File: src/rtl/core/assert_macros.svh
// Assertion helpers shared by the RTL.
// Every check is disabled while the asynchronous reset is asserted.
`ifndef ASSERT_MACROS_SVH
`define ASSERT_MACROS_SVH

// Expression must hold at every clock edge.
`define ASSERT_ALWAYS(label, clk, rst_n, expr) \
	label: assert property (@(posedge clk) disable iff (!(rst_n)) (expr)) \
		else $error("assertion failed");

// Consequent must hold in the same cycle as the antecedent.
`define ASSERT_IMPLY(label, clk, rst_n, ante, cons) \
	label: assert property (@(posedge clk) disable iff (!(rst_n)) (ante) |-> (cons)) \
		else $error("assertion failed");

// Consequent must hold in the cycle after the antecedent.
`define ASSERT_NEXT(label, clk, rst_n, ante, cons) \
	label: assert property (@(posedge clk) disable iff (!(rst_n)) (ante) |=> (cons)) \
		else $error("assertion failed");

`endif

File: src/rtl/core/slcd_pkg.sv
package slcd_pkg;

	localparam logic [31:0] SYNC_PATTERN   = 32'h2442494E; // "$BIN"
	localparam logic [7:0]  CR_BYTE        = 8'h0D;
	localparam logic [7:0]  LF_BYTE        = 8'h0A;
	localparam logic [16:0] FRAME_OVERHEAD = 17'd12;
	localparam logic [16:0] MAX_LEN_RESET  = 17'd4096;

	// byte offsets within a frame; zero means hunting
	localparam logic [16:0] POS_HUNT    = 17'd0;
	localparam logic [16:0] POS_TYPE_LO = 17'd4;
	localparam logic [16:0] POS_TYPE_HI = 17'd5;
	localparam logic [16:0] POS_LEN_LO  = 17'd6;
	localparam logic [16:0] POS_LEN_HI  = 17'd7;
	localparam logic [16:0] POS_DATA    = 17'd8;

	typedef enum logic {
		KIND_DATA    = 1'b0,
		KIND_VERDICT = 1'b1
	} kind_t;

	typedef enum logic [1:0] {
		STATUS_GOOD     = 2'd0,
		STATUS_BAD_SUM  = 2'd1,
		STATUS_TOO_LONG = 2'd2
	} status_t;

	typedef struct packed {
		kind_t        kind;
		logic [7:0]   pbyte;
		logic [15:0]  pindex;
		status_t      status;
		logic [15:0]  msg_type;
		logic [16:0]  frame_len;
	} result_t;

endpackage

File: src/rtl/core/slcd_in_reg.sv
module slcd_in_reg (
	input  logic       clk,
	input  logic       arst_n,
	input  logic       in_valid,
	output logic       in_stall,
	input  logic [7:0] rx_byte,
	input  logic       advance,
	output logic       valid_s1,
	output logic [7:0] byte_s1
);

	// hold the registered byte while the engine cannot take it
	assign in_stall = valid_s1 && !advance;

	always_ff @(posedge clk or negedge arst_n) begin
		if (!arst_n) begin
			valid_s1 <= 1'b0;
		end else if (!in_stall) begin
			valid_s1 <= in_valid;
		end
	end

	always_ff @(posedge clk) begin
		if (in_valid && !in_stall) begin
			byte_s1 <= rx_byte;
		end
	end

endmodule

File: src/rtl/core/slcd_engine.sv
`include "assert_macros.svh"

module slcd_engine import slcd_pkg::*; (
	input  logic        clk,
	input  logic        arst_n,
	input  logic        cfg_valid,
	input  logic [16:0] cfg_data,
	input  logic        valid_s1,
	input  logic [7:0]  byte_s1,
	input  logic        advance,
	output logic        res_valid,
	output result_t     res
);

	logic [16:0] max_len_q;
	logic [31:0] win_q, win_d;
	logic [16:0] pos_q, pos_d;
	logic [15:0] type_q, type_d;
	logic [16:0] len_q, len_d;
	logic [16:0] tpos_q, tpos_d;     // offset of first trailer byte
	logic [15:0] sum_q, sum_d;
	logic [15:0] tsum_q, tsum_d;
	logic        cr_q, cr_d;
	logic [31:0] win_shift;
	logic [16:0] len_calc;
	logic [16:0] tpos_calc;
	logic        take;

	assign take      = valid_s1 && advance;
	assign win_shift = {win_q[23:0], byte_s1};
	assign len_calc  = {1'b0, byte_s1, len_q[7:0]} + FRAME_OVERHEAD;
	assign tpos_calc = {1'b0, byte_s1, len_q[7:0]} + POS_DATA;

	always_comb begin
		win_d     = win_q;
		pos_d     = pos_q;
		type_d    = type_q;
		len_d     = len_q;
		tpos_d    = tpos_q;
		sum_d     = sum_q;
		tsum_d    = tsum_q;
		cr_d      = cr_q;
		res_valid = 1'b0;
		res.kind   = KIND_DATA;
		res.pbyte  = 8'h00;
		res.pindex = 16'h0000;
		res.status = STATUS_GOOD;

		if (pos_q == POS_HUNT) begin
			win_d = win_shift;
			if (win_shift == SYNC_PATTERN) begin
				pos_d  = POS_TYPE_LO;
				sum_d  = 16'h0000;
				tsum_d = 16'h0000;
				cr_d   = 1'b0;
			end
		end else if (pos_q < POS_DATA) begin
			pos_d = pos_q + 17'd1;
			case (pos_q)
				POS_TYPE_LO: type_d = {8'h00, byte_s1};
				POS_TYPE_HI: type_d = {byte_s1, type_q[7:0]};
				POS_LEN_LO:  len_d  = {9'd0, byte_s1};
				default: begin
					len_d  = len_calc;
					tpos_d = tpos_calc;
					if (len_calc > max_len_q) begin
						pos_d      = POS_HUNT;
						res_valid  = 1'b1;
						res.kind   = KIND_VERDICT;
						res.status = STATUS_TOO_LONG;
					end
				end
			endcase
		end else if (pos_q < tpos_q) begin
			sum_d      = sum_q + {8'h00, byte_s1};
			pos_d      = pos_q + 17'd1;
			res_valid  = 1'b1;
			res.kind   = KIND_DATA;
			res.pbyte  = byte_s1;
			res.pindex = 16'(pos_q - POS_DATA);
		end else if (pos_q == tpos_q) begin
			tsum_d = {8'h00, byte_s1};
			pos_d  = pos_q + 17'd1;
		end else if (pos_q == tpos_q + 17'd1) begin
			tsum_d = {byte_s1, tsum_q[7:0]};
			pos_d  = pos_q + 17'd1;
		end else if (pos_q == tpos_q + 17'd2) begin
			cr_d  = (byte_s1 == CR_BYTE);
			pos_d = pos_q + 17'd1;
		end else begin
			pos_d      = POS_HUNT;
			res_valid  = 1'b1;
			res.kind   = KIND_VERDICT;
			res.status = ((sum_q == tsum_q) && cr_q && (byte_s1 == LF_BYTE)) ?
				STATUS_GOOD : STATUS_BAD_SUM;
		end

		// type and length as they stand after this byte
		res.msg_type  = type_d;
		res.frame_len = len_d;
	end

	always_ff @(posedge clk or negedge arst_n) begin
		if (!arst_n) begin
			max_len_q <= MAX_LEN_RESET;
			win_q     <= 32'h0000_0000;
			pos_q     <= POS_HUNT;
			type_q    <= 16'h0000;
			len_q     <= 17'd0;
			tpos_q    <= 17'd0;
			sum_q     <= 16'h0000;
			tsum_q    <= 16'h0000;
			cr_q      <= 1'b0;
		end else begin
			if (cfg_valid) begin
				max_len_q <= cfg_data;
			end
			if (take) begin
				win_q  <= win_d;
				pos_q  <= pos_d;
				type_q <= type_d;
				len_q  <= len_d;
				tpos_q <= tpos_d;
				sum_q  <= sum_d;
				tsum_q <= tsum_d;
				cr_q   <= cr_d;
			end
		end
	end

	// offsets 1..3 are never reached: sync jumps straight to the type field
	`ASSERT_ALWAYS(a_pos_no_gap, clk, arst_n, (pos_q == POS_HUNT) || (pos_q >= POS_TYPE_LO))
	// inside a frame the position never runs past the LF byte
	`ASSERT_IMPLY(a_pos_bound, clk, arst_n, pos_q >= POS_DATA, pos_q <= tpos_q + 17'd3)
	// trailer offset stays tied to the total length
	`ASSERT_IMPLY(a_tpos_len, clk, arst_n, pos_q >= POS_DATA, len_q == tpos_q + 17'd4)

endmodule

File: src/rtl/core/slcd_out_reg.sv
module slcd_out_reg import slcd_pkg::*; (
	input  logic    clk,
	input  logic    arst_n,
	input  logic    valid_s1,
	input  logic    res_valid,
	input  result_t res,
	input  logic    out_stall,
	output logic    advance,
	output logic    out_valid,
	output result_t res_q
);

	// the result register is free when empty or being drained this cycle
	assign advance = !out_valid || !out_stall;

	always_ff @(posedge clk or negedge arst_n) begin
		if (!arst_n) begin
			out_valid <= 1'b0;
		end else if (advance) begin
			out_valid <= valid_s1 && res_valid;
		end
	end

	always_ff @(posedge clk) begin
		if (advance && valid_s1 && res_valid) begin
			res_q <= res;
		end
	end

endmodule

File: src/rtl/core/sync_length_checksum_deframer.sv
// Channel   Dir  Handshake            Payload
// in        in   in_valid/in_stall    rx_byte
// out       out  out_valid/out_stall  out_kind, payload_byte, payload_index,
//                                     frame_status, msg_type, frame_len
// cfg       in   cfg_valid/cfg_ready  cfg_data (max_frame_len)
//
// One byte per cycle sustained while the receiver does not stall; every input
// byte takes one transfer slot. An input transfer reaches the result through the
// input register, then the frame engine writes the result register.
// Reset clears max_frame_len to 4096 and returns the engine to sync hunting.
// An output stall holds the result register; in_stall is high whenever the
// input register holds a byte while the result register is full and stalled,
// so no byte is lost or doubled.

`include "assert_macros.svh"

module sync_length_checksum_deframer import slcd_pkg::*; (
	input  logic        clk,
	input  logic        arst_n,

	// received byte stream
	input  logic        in_valid,
	output logic        in_stall,
	input  logic [7:0]  rx_byte,

	// data bytes and end-of-frame verdicts
	output logic        out_valid,
	input  logic        out_stall,
	output logic        out_kind,
	output logic [7:0]  payload_byte,
	output logic [15:0] payload_index,
	output logic [1:0]  frame_status,
	output logic [15:0] msg_type,
	output logic [16:0] frame_len,

	// max_frame_len write channel, always ready
	input  logic        cfg_valid,
	output logic        cfg_ready,
	input  logic [16:0] cfg_data
);

	logic       valid_s1;
	logic [7:0] byte_s1;
	logic       advance;     // result register can take the engine's output
	logic       res_valid;
	result_t    res;
	result_t    res_q;

	assign cfg_ready = 1'b1;

	slcd_in_reg u_in_reg (
		.clk      (clk),
		.arst_n   (arst_n),
		.in_valid (in_valid),
		.in_stall (in_stall),
		.rx_byte  (rx_byte),
		.advance  (advance),
		.valid_s1 (valid_s1),
		.byte_s1  (byte_s1)
	);

	// sync hunt, header capture with length limit check, data sum and trailer check
	slcd_engine u_engine (
		.clk       (clk),
		.arst_n    (arst_n),
		.cfg_valid (cfg_valid && cfg_ready),
		.cfg_data  (cfg_data),
		.valid_s1  (valid_s1),
		.byte_s1   (byte_s1),
		.advance   (advance),
		.res_valid (res_valid),
		.res       (res)
	);

	slcd_out_reg u_out_reg (
		.clk       (clk),
		.arst_n    (arst_n),
		.valid_s1  (valid_s1),
		.res_valid (res_valid),
		.res       (res),
		.out_stall (out_stall),
		.advance   (advance),
		.out_valid (out_valid),
		.res_q     (res_q)
	);

	assign out_kind      = logic'(res_q.kind);
	assign payload_byte  = res_q.pbyte;
	assign payload_index = res_q.pindex;
	assign frame_status  = 2'(res_q.status);
	assign msg_type      = res_q.msg_type;
	assign frame_len     = res_q.frame_len;

	// any reported frame carries at least the fixed overhead
	`ASSERT_IMPLY(a_len_floor, clk, arst_n, out_valid, frame_len >= FRAME_OVERHEAD)
	// data transfers never carry a failure status
	`ASSERT_IMPLY(a_data_status, clk, arst_n, out_valid && (out_kind == KIND_DATA), frame_status == STATUS_GOOD)
	// input is only held back while the result register is blocked
	`ASSERT_IMPLY(a_stall_cause, clk, arst_n, in_stall, out_valid && out_stall)

endmodule

File: config.mk
export PLATFORM = sky130hd
export DESIGN_NAME = sync_length_checksum_deframer
export DESIGN_NICKNAME = d
export VERILOG_FILES = /design/src/rtl/core/slcd_pkg.sv /design/src/rtl/core/slcd_in_reg.sv /design/src/rtl/core/slcd_engine.sv /design/src/rtl/core/slcd_out_reg.sv /design/src/rtl/core/sync_length_checksum_deframer.sv
export VERILOG_INCLUDE_DIRS = /design/src /design/src/rtl/core
export SDC_FILE = /design/constraint.sdc
export NUM_CORES = 1
export LEC_CHECK = 0
export BUFFER_PORTS_ARGS = -buffer_cell sky130_fd_sc_hd__buf_4
export CAP_MARGIN = 5
export CORE_MARGIN = 1.5
export CORE_UTILIZATION = 28
export CTS_CLUSTER_SIZE = 12
export DETAILED_ROUTE_END_ITERATION = 10
export PLACE_DENSITY = 0.5
export SLEW_MARGIN = 30
export SYNTH_ARGS = -nofsm -noshare
export SYNTH_HDL_FRONTEND = slang
export SYNTH_SLANG_ARGS = --single-unit
export TNS_END_PERCENT = 30
File: constraint.sdc
create_clock -name clk -period 6.9 [get_ports clk]
set_clock_uncertainty 0.05 [all_clocks]
set_input_delay 1.035 -clock clk [delete_from_list [all_inputs] [get_ports clk]]
set_output_delay 1.035 -clock clk [all_outputs]
set_load 0.1 [all_outputs]
Word level (Yosys, flattened, before mapping)
Cells that the tools add are included.
Storage, ports and cells
  output and inout port bits: 63
  logic and storage cells: 123
  flip-flop bits (word level): 211
  input bits: 30
Operators by class
  order comparisons: 3
  reduce and logical (&&, ||, !) cells: 27
  add/sub/neg operators: 7
  bitwise logic cells: 3
  eq/ne operators: 15
  multiplexer cells: 49
Operators by type and width (count)
  two-way mux 17 bit: 11
  two-way mux 16 bit: 11
  equality test 17 bit: 3
  equality test 17 x 3 -> 1 bit (second input constant): 3
  adder 16 x 4 -> 17 bit (second input constant): 2
  adder 17 x 1 -> 17 bit (second input constant): 2
  case mux 17 bit (2 select lines): 1
  equality test 32 x 30 -> 1 bit (second input constant): 1
  case mux 16 bit (2 select lines): 1
  two-way mux 1 bit: 18
  adder 17 x 2 -> 17 bit (second input constant): 1
  > comparator 17 bit: 1
  logical NOT 17 bit: 1
  less-than comparator 17 bit: 1
  less-than comparator 17 x 4 -> 1 bit (second input constant): 1
  adder 16 x 8 -> 16 bit: 1
  equality test 16 bit: 1
  equality test 8 x 4 -> 1 bit (second input constant): 2
  subtractor 16 x 4 -> 16 bit (second input constant): 1
  two-way mux 2 bit: 7
  AND reduction 5 bit: 2
  != test 2 x 1 -> 1 bit (second input constant): 4
  AND reduction 4 bit: 2
  logical AND 1 bit: 7
  other kinds (10): 19

Logic depth before layout (Yosys ltp)
Gate-level depths: netlist of run 1.
  depth after elaboration: 9
  mapped depth: 16
  gate-level depth less buffers: 15

Hierarchy
From an unflattened synthesis of run 1, not the netlist that was laid out.
Unflattened totals
  cells, all modules: 1193
  area total of the unflattened synthesis: 11858.9 um2
Modules (own cells, without submodules)
  slcd_engine: cells each 1113, area each 9706.8 um2, instances 1, sequential area each 3529.6 um2
  slcd_out_reg: cells each 65, area each 1843.0 um2, instances 1, sequential area each 1826.8 um2
  slcd_in_reg: cells each 13, area each 297.8 um2, instances 1, sequential area each 265.3 um2
  sync_length_checksum_deframer: cells each 2, area each 11.3 um2, instances 1, sequential area each 0.0 um2

Worst setup path after synthesis of run 1
Ideal clock, no wire load.
  path type: register to register
  from: register u_engine.len_q[2]
  to: register u_out_reg.res_q[0] (netlist name)
  buffers on the path: 1
  setup slack: 0.252 ns
  cell stages (with the launch flop): 16
  clock period less this slack: 6.648 ns
  setup time: 0.514 ns
  required time: 6.336 ns
  arrival time: 6.084 ns
  cell sequence: dfrtp_1 inv_1 ha_1 nand3b_1 nor2_1 nand3_1 nor3_1 xor2_1 ha_1 and4_1 nand4_1 o211ai_1 o2111a_1 clkbuf_1 nand2_1 a31oi_1
Between the ends
  cells in the longest elaborated chain, start to end: 7
RTL lines
  from (decl): line slcd_engine.sv:19  | logic [16:0] len_q, len_d;
  from (signal assigned): line slcd_engine.sv:122  | len_q <= len_d;
  adder 16 x 4 -> 17 bit: line slcd_engine.sv:31  | assign len_calc = {1'b0, byte_s1, len_q[7:0]} + FRAME_OVERHEAD;
  > comparator 17 bit: line slcd_engine.sv:66  | if (len_calc > max_len_q) begin
  two-way mux 1 bit: line slcd_engine.sv:66
  two-way mux 1 bit: line slcd_engine.sv:59  | case (pos_q)
  two-way mux 1 bit: line slcd_engine.sv:57  | end else if (pos_q < POS_DATA) begin
  two-way mux 1 bit: line slcd_engine.sv:49  | if (pos_q == POS_HUNT) begin
  logical AND 1 bit: line slcd_out_reg.sv:25  | if (advance && valid_s1 && res_valid) begin
No other way between the ends.
A chain may end at the register's enable or synchronous reset.

Worst setup path in the final report of run 1
  from: register u_in_reg.byte_s1[0]
  to: register u_out_reg.res_q[7] (netlist name)
Between the ends
  cells in the longest elaborated chain, start to end: 7
RTL lines
  from (decl): line slcd_in_reg.sv:9  | output logic [7:0] byte_s1
  from (signal assigned): line slcd_in_reg.sv:25  | byte_s1 <= rx_byte;
  adder 16 x 4 -> 17 bit: line slcd_engine.sv:31
  > comparator 17 bit: line slcd_engine.sv:66
  two-way mux 1 bit: line slcd_engine.sv:66
  two-way mux 1 bit: line slcd_engine.sv:59
  two-way mux 1 bit: line slcd_engine.sv:57
  two-way mux 1 bit: line slcd_engine.sv:49
  logical AND 1 bit: line slcd_out_reg.sv:25
No other way between the ends.

==> results of run 1 <==
## registers in the layout, summed over array words and instances (netlist names)
name,count
u_engine.type_q,16
u_engine.tpos_q,17
u_out_reg.out_valid,1
u_engine.max_len_q,17
u_engine.pos_q,17
u_in_reg.byte_s1,8
u_engine.cr_q,1
u_in_reg.valid_s1,1
u_engine.tsum_q,16
u_engine.win_q,24
u_out_reg.res_q,60
u_engine.sum_q,16
u_engine.len_q,17
## layout make-up
class | count | area (sq um)
fill | 4186 | 27100
sequential | 211 | 5620
multi-input combinational | 824 | 5540
timing repair buffer | 106 | 800
clock buffer | 34 | 711
tap | 532 | 666
inverter | 54 | 203
clock inverter | 14 | 146
## worst register-to-register path: cells and delay by family, from the launching register on
family	cells	cell delay, ns
buf+inv	2	0.52
compound gates	3	1.47
simple gates	7	1.29
xor+xnor	1	0.19
flops	1	0.76
fa+ha+maj	1	0.34
## worst max path at each step
stage                                        from                           endpoint  slack (ns)
CTS                 u_engine.len_q[2]$_DFFE_PN0P_      u_out_reg.res_q[14]$_DFFE_PP_        1.92
detailed placement  u_engine.len_q[2]$_DFFE_PN0P_       u_out_reg.res_q[8]$_DFFE_PP_        1.96
global route        u_engine.len_q[2]$_DFFE_PN0P_  u_out_reg.res_q[41]$_SDFFCE_PP0P_        1.44
finish              u_in_reg.byte_s1[0]$_DFFE_PP_       u_out_reg.res_q[7]$_DFFE_PP_        1.93
floorplan           u_engine.len_q[2]$_DFFE_PN0P_       u_out_reg.res_q[0]$_DFFE_PP_        0.25
global placement    u_engine.len_q[2]$_DFFE_PN0P_       u_out_reg.res_q[5]$_DFFE_PP_        1.99
## cell families after synthesis
| group | Yosys count |
|---|---|
| flops | 211 |
| buf+inv | 117 |
| compound gates | 201 |
| simple gates | 417 |
| other cells | 1 |
| xor+xnor | 95 |
| fa+ha+maj | 54 |
| mux | 56 |
## through the flow
| step | cell area (sq um) | util |
|---|---|---|
| floorplan | 11600 | - |
| global placement | 12800 | 0.314 |
| detailed placement | 12800 | 0.314 |
| CTS | 13700 | 0.335 |
| global route | 13700 | 0.335 |
| finish | 13700 | 0.335 |
## Yosys cell counts, types with 8 or more instances
cell and n:
o31ai_1 8, and3_1 13, o21ai_0 56, a21oi_1 41, nand3_1 32, nor2_1 100, buf_2 14, dfrtp_1 142
xor2_1 30, and2_1 12, nand2_1 140, clkbuf_1 39, nand4_1 20, inv_1 54, mux2_2 52, a22o_1 26
edfxtp_1 68, xnor2_1 65, a21o_1 17, ha_1 53, nor4_1 15, nor3_1 30
## power groups by stage
stage / Combinational, uW / Clock (uW) / Sequential [uW]
detailed placement: 899 / 0 / 1530
CTS: 903 / 1400 / 1510
global route: 980 / 1450 / 1520
global placement: 891 / 0 / 1530
floorplan: 421 / 0 / 1770
finish: 896 / 1360 / 1510
## routing by layer
metal,vias to the layer above,GRT usage
li1,4234,-
met5,-,0
met1,4308,0.213
met2,219,0.257
met4,0,0.0336
met3,34,0.0270
==> flow_summary.yaml, run 1 <==
routing:
  drt-total-wl_mm: 32.6
  wl_met1_mm: 15.0
  vias: 8795
  drtPass1Iterations: 5
  postRouteAntennaNets: 0
  vias_per_cell: 4.95
  route.met3.wl_mm: 1.81
  drc: 0
  drt_iter0_drc: 618
  dr_wl_met2_mm: 15.3
  post_drt_wl_per_cell_um: 18.3
  top_layer: "met4"
yosys:
  synth_top_cell_by_area: "dfrtp_1"
  async_reset_ff_frac: 0.678
  synth_top_cell_area_share: 0.307
  synth-seq-cells: 211
  synthesis.instances: 1152
  synthMuxAreaShare: 0.0540
  synth-compound-area-share: 0.115
  avgSynthCellArea_sq_um: 10.1
  netlist_area_sq_um: 11600
  synth-adder-area-share: 0.0590
  synth_xor_area_frac: 0.0718
  synth_top_family_by_area: "simple AND/OR/NAND/NOR gates"
  synth_area_leaders: "dfrtp_1 (31%), edfxtp_1 (18%), ha_1 (5.7%)"
  synth-simple-area-share: 0.174
  synth_cell_types: 64
  synth_edf_count: 68
  ys_seq_area_frac: 0.485
  ys_warn_count: 0
  synth_top_flop_cell: "dfrtp_1"
  synthesis.nets: 1236
placed_design:
  portBuffers: 91
  hpwl_mm: 23.2
  gp_congestion: 0.799
  dp_slack_ns: 1.96
  placed_cells: 1727
layout:
  area_growth_pct: 18.2
  insertedDiodeCount: 0
  final_cells: 1775
  final_common_cell: "dfrtp_1"
  drive_gt1_frac: 0.173
  mostFrequentLayoutCells: "dfrtp_1 (142), nand2_1 (140), buf_4 (105)"
  nNetsFinal: 1307
worst_setup_path:
  r2r_cells: 14
  rrSetupSlack_ns: 1.93
  crit_fanout: 19
  path_buf_inv: 2
  cpMaxStageDelayCell: "edfxtp_1"
  critPathCaptureType: "flop"
  crit_required_ns: 7.05
  max_stage_delay_ns: 0.76
  cp_num_cells: 14
  worstPathCellList: "nand4_1, inv_1, nand3_1, nor2_1, nand3_1, xnor2_1, ha_1, and4_1, nand4_1, o211ai_1, o2111a_1, nand2_1, a31oi_4, buf_4"
  cp_data_arrival_time_ns: 5.13
  startpoint_type: "flop"
  r2r_end: "u_out_reg.res_q[7]$_DFFE_PP_"
  crit_type: "reg2reg"
  crit_family: "compound AO/OA/AOI/OAI gates"
  reg2reg_from: "u_in_reg.byte_s1[0]$_DFFE_PP_"
global_routing:
  grt_pass1_vias: 8813
  grtUsageTotal: 0.156
  grt_start_max_net_pins: 82
  grt_pass1_wl_mm: 51.5
  antenna_found_initial: 0
  gr-total-overflow: 0
min_path:
  worstHoldPathCells: 2
  hold_path.startpoint: "u_engine.type_q[8]$_DFFE_PN0P_"
  min_path_type: "reg2reg"
  holdPathEnd: "u_engine.type_q[8]$_DFFE_PN0P_"
floorplanning:
  core_area_sq_um: 40800
  dieArea_sq_um: 42600
  die_w_um: 206
  rows: 74
  start_util: 0.284
  die_y_um: 206
  io-pin-count: 93
timing:
  slew_violations: 0
  hold_viol_final: 0
  period_share: 0.721
  tns_ns: 0
  period_needed_ns: 4.97
  final-setup-viol-count: 0
  hold_ws_ns: 0.435
  rsz0062_at_grt: "no"
  slew_headroom: 0.385
  max_slew.worst_pin.slew_ns: 0.915
  fmax_mhz: 201
  setup_slack_ns: 1.93
power_and_ir_drop:
  swShare: 0.338
  p_comb_frac: 0.238
  power_density_nw_per_um2: 275
  leakage_uw: 0.00593
  p_sw_uw: 1280
  peakVddDrop_uv: 165
  clockPowerShare: 0.361
  seq_power_share: 0.401
  intPower_uw: 2490
  totalPowerFinal_uw: 3770
clocking:
  h-tree-depth: 1
  cts-root-buf: "clkbuf_16"
  clk_pin_slew_worst_paths_ns: 0.06
  post_cts_buffers: 0
  cts_buffers: 26
  ctsResizeCount: 0
  hold_buffers: 0
  clk_latency_ns: 0.54
  cts.sinks: 211
  cts_max_path_buffers: 3
  tritoncts: "done"
job:
  maxCapViolations: 0
outcome:
  status: "complete, no violations"
Power figures use the tool's default switching activity.
==> inputs of run 2 (changes only) <==
==> constraint.sdc (replaced) <==
create_clock -name clk -period 4 [get_ports clk]
set_clock_uncertainty 0.05 [all_clocks]
set_input_delay 0.6 -clock clk [delete_from_list [all_inputs] [get_ports clk]]
set_output_delay 0.6 -clock clk [all_outputs]
set_load 0.1 [all_outputs]
==> flow_summary.yaml, run 2 (synthesized netlist as in run 1, its figures left out) <==
timing:
  period_needed_ns: 3.76
  final-setup-viol-count: 0
  slew_headroom: 0.405
  max_slew.worst_pin.slew_ns: 0.881
  period_share: 0.941
  slew_violations: 0
  fmax_mhz: 266
  setup_slack_ns: 0.238
  hold_viol_final: 0
  rsz0062_at_grt: "no"
layout:
  area_growth_pct: 21.4
  final_cells: 1811
  mostFrequentLayoutCells: "dfrtp_1 (142), nand2_1 (139), buf_4 (139)"
  nNetsFinal: 1343
  largest_register_ffs: 60
  drive_gt1_frac: 0.202
  final_common_cell: "dfrtp_1"
  regMostFlops: "u_out_reg.res_q"
  reg_top3: "u_out_reg.res_q (60), u_engine.win_q (24)"
  final_util: 0.344
  insertedDiodeCount: 0
routing:
  drt-total-wl_mm: 32.6
  vias: 8941
  drt_iter0_drc: 655
  post_drt_wl_per_cell_um: 18.0
  drtPass1Iterations: 5
  drc: 0
  vias_per_cell: 4.94
  postRouteAntennaNets: 0
outcome:
  status: "complete, no violations"
clocking:
  clk_latency_ns: 0.55
  cts.sinks: 211
  tritoncts: "done"
  post_cts_buffers: 0
  h-tree-depth: 1
  hold_buffers: 0
  cts-root-buf: "clkbuf_16"
  cts_max_path_buffers: 3
  ctsResizeCount: 0
  cts_buffers: 26
  clk_pin_slew_worst_paths_ns: 0.06
placed_design:
  gp_congestion: 0.862
  placed_cells: 1763
  hpwl_mm: 23.8
  portBuffers: 91
  dp_slack_ns: 0.191
power_and_ir_drop:
  power_density_nw_per_um2: 474
  leakage_uw: 0.00614
  totalPowerFinal_uw: 6670
  peakVddDrop_uv: 227
global_routing:
  grt_pass1_vias: 8820
  antenna_found_initial: 0
  grtUsageTotal: 0.154
  grt_start_max_net_pins: 92
  grt_pass1_wl_mm: 50.7
  gr-total-overflow: 0
worst_setup_path:
  crit_type: "reg2reg"
  startpoint_type: "flop"
  rrSetupSlack_ns: 0.24
  critPathCaptureType: "flop"
  crit_fanout: 13
  crit_required_ns: 4.40
  cp_data_arrival_time_ns: 4.16
floorplanning:
  core_area_sq_um: 40800
  start_util: 0.284
  io-pin-count: 93
  die_w_um: 206
  dieArea_sq_um: 42600
  rows: 74
  die_y_um: 206
job:
  maxCapViolations: 0
min_path:
  min_path_type: "in2async"
[run 2: changes by cell type in the layout (fill, tap and decap cells not counted), sizes merged]
cell and delta:
clkinv -1, bufinv +3, clkbuf -1, buf +35
[run 2: layer usage]
layer	track usage	share of wire	wire length, um
met3	0.0235	0.047	1540
met5	0	0	0
met4	0.0344	0.017	557
met1	0.215	0.47	15200
met2	0.251	0.47	15300
[run 2: path summary, 6_finish.rpt]
check	end	depth (start not counted)	start
min	u_engine.max_len_q[1]$_DFFE_PN0P_	1	arst_n
max reg2reg	u_engine.pos_q[6]$_DFFE_PN0P_	10	u_engine.tpos_q[1]$_DFFE_PN0P_
min in group clk	u_in_reg.byte_s1[0]$_DFFE_PP_	1	rx_byte[0]
min reg2reg	u_engine.type_q[9]$_DFFE_PN0P_	2	u_engine.type_q[9]$_DFFE_PN0P_
max in group asynchronous	u_engine.sum_q[6]$_DFFE_PN0P_	2	arst_n
max	u_engine.pos_q[6]$_DFFE_PN0P_	10	u_engine.tpos_q[1]$_DFFE_PN0P_
[run 2: metrics by stage]
stage	hold WS [ns]	cell area (sq um)	TNS, ns
final	0.113	14100	0
after global routing	0.152	14100	0
after CTS	0.150	14000	0
after detailed placement	0.416	13100	0
after global placement	0.407	13100	0
after floorplan	0.254	11600	-11.30
[run 2: layout make-up]
cell class	count	area, sq um
Multi-Input combinational cell	824	5560
Clock buffer	32	693
Clock inverter	16	224
Inverter	54	203
Tap cell	532	666
Timing Repair Buffer	142	1100
Fill cell	4089	26800
Sequential cell	211	5620
[run 2: where the power goes]
| part | switching, uW | internal (uW) | leakage (uW) |
|---|---|---|---|
| Sequential | 182 | 2420 | 0.00257 |
| Clock | 949 | 1560 | 0.000440 |
| Combinational | 1050 | 505 | 0.00313 |
[run 2: critical path, cell delays in order, from the launching register on]
cell	delay (ns)
dfrtp_1	0.50
ha_1	0.32
nand4_1	0.25
nor3_1	0.48
mux2i_1	0.14
mux2i_1	0.14
a22oi_1	0.11
nor4_2	0.75
nor4_4	0.21
or4_1	0.54
a31oi_1	0.19
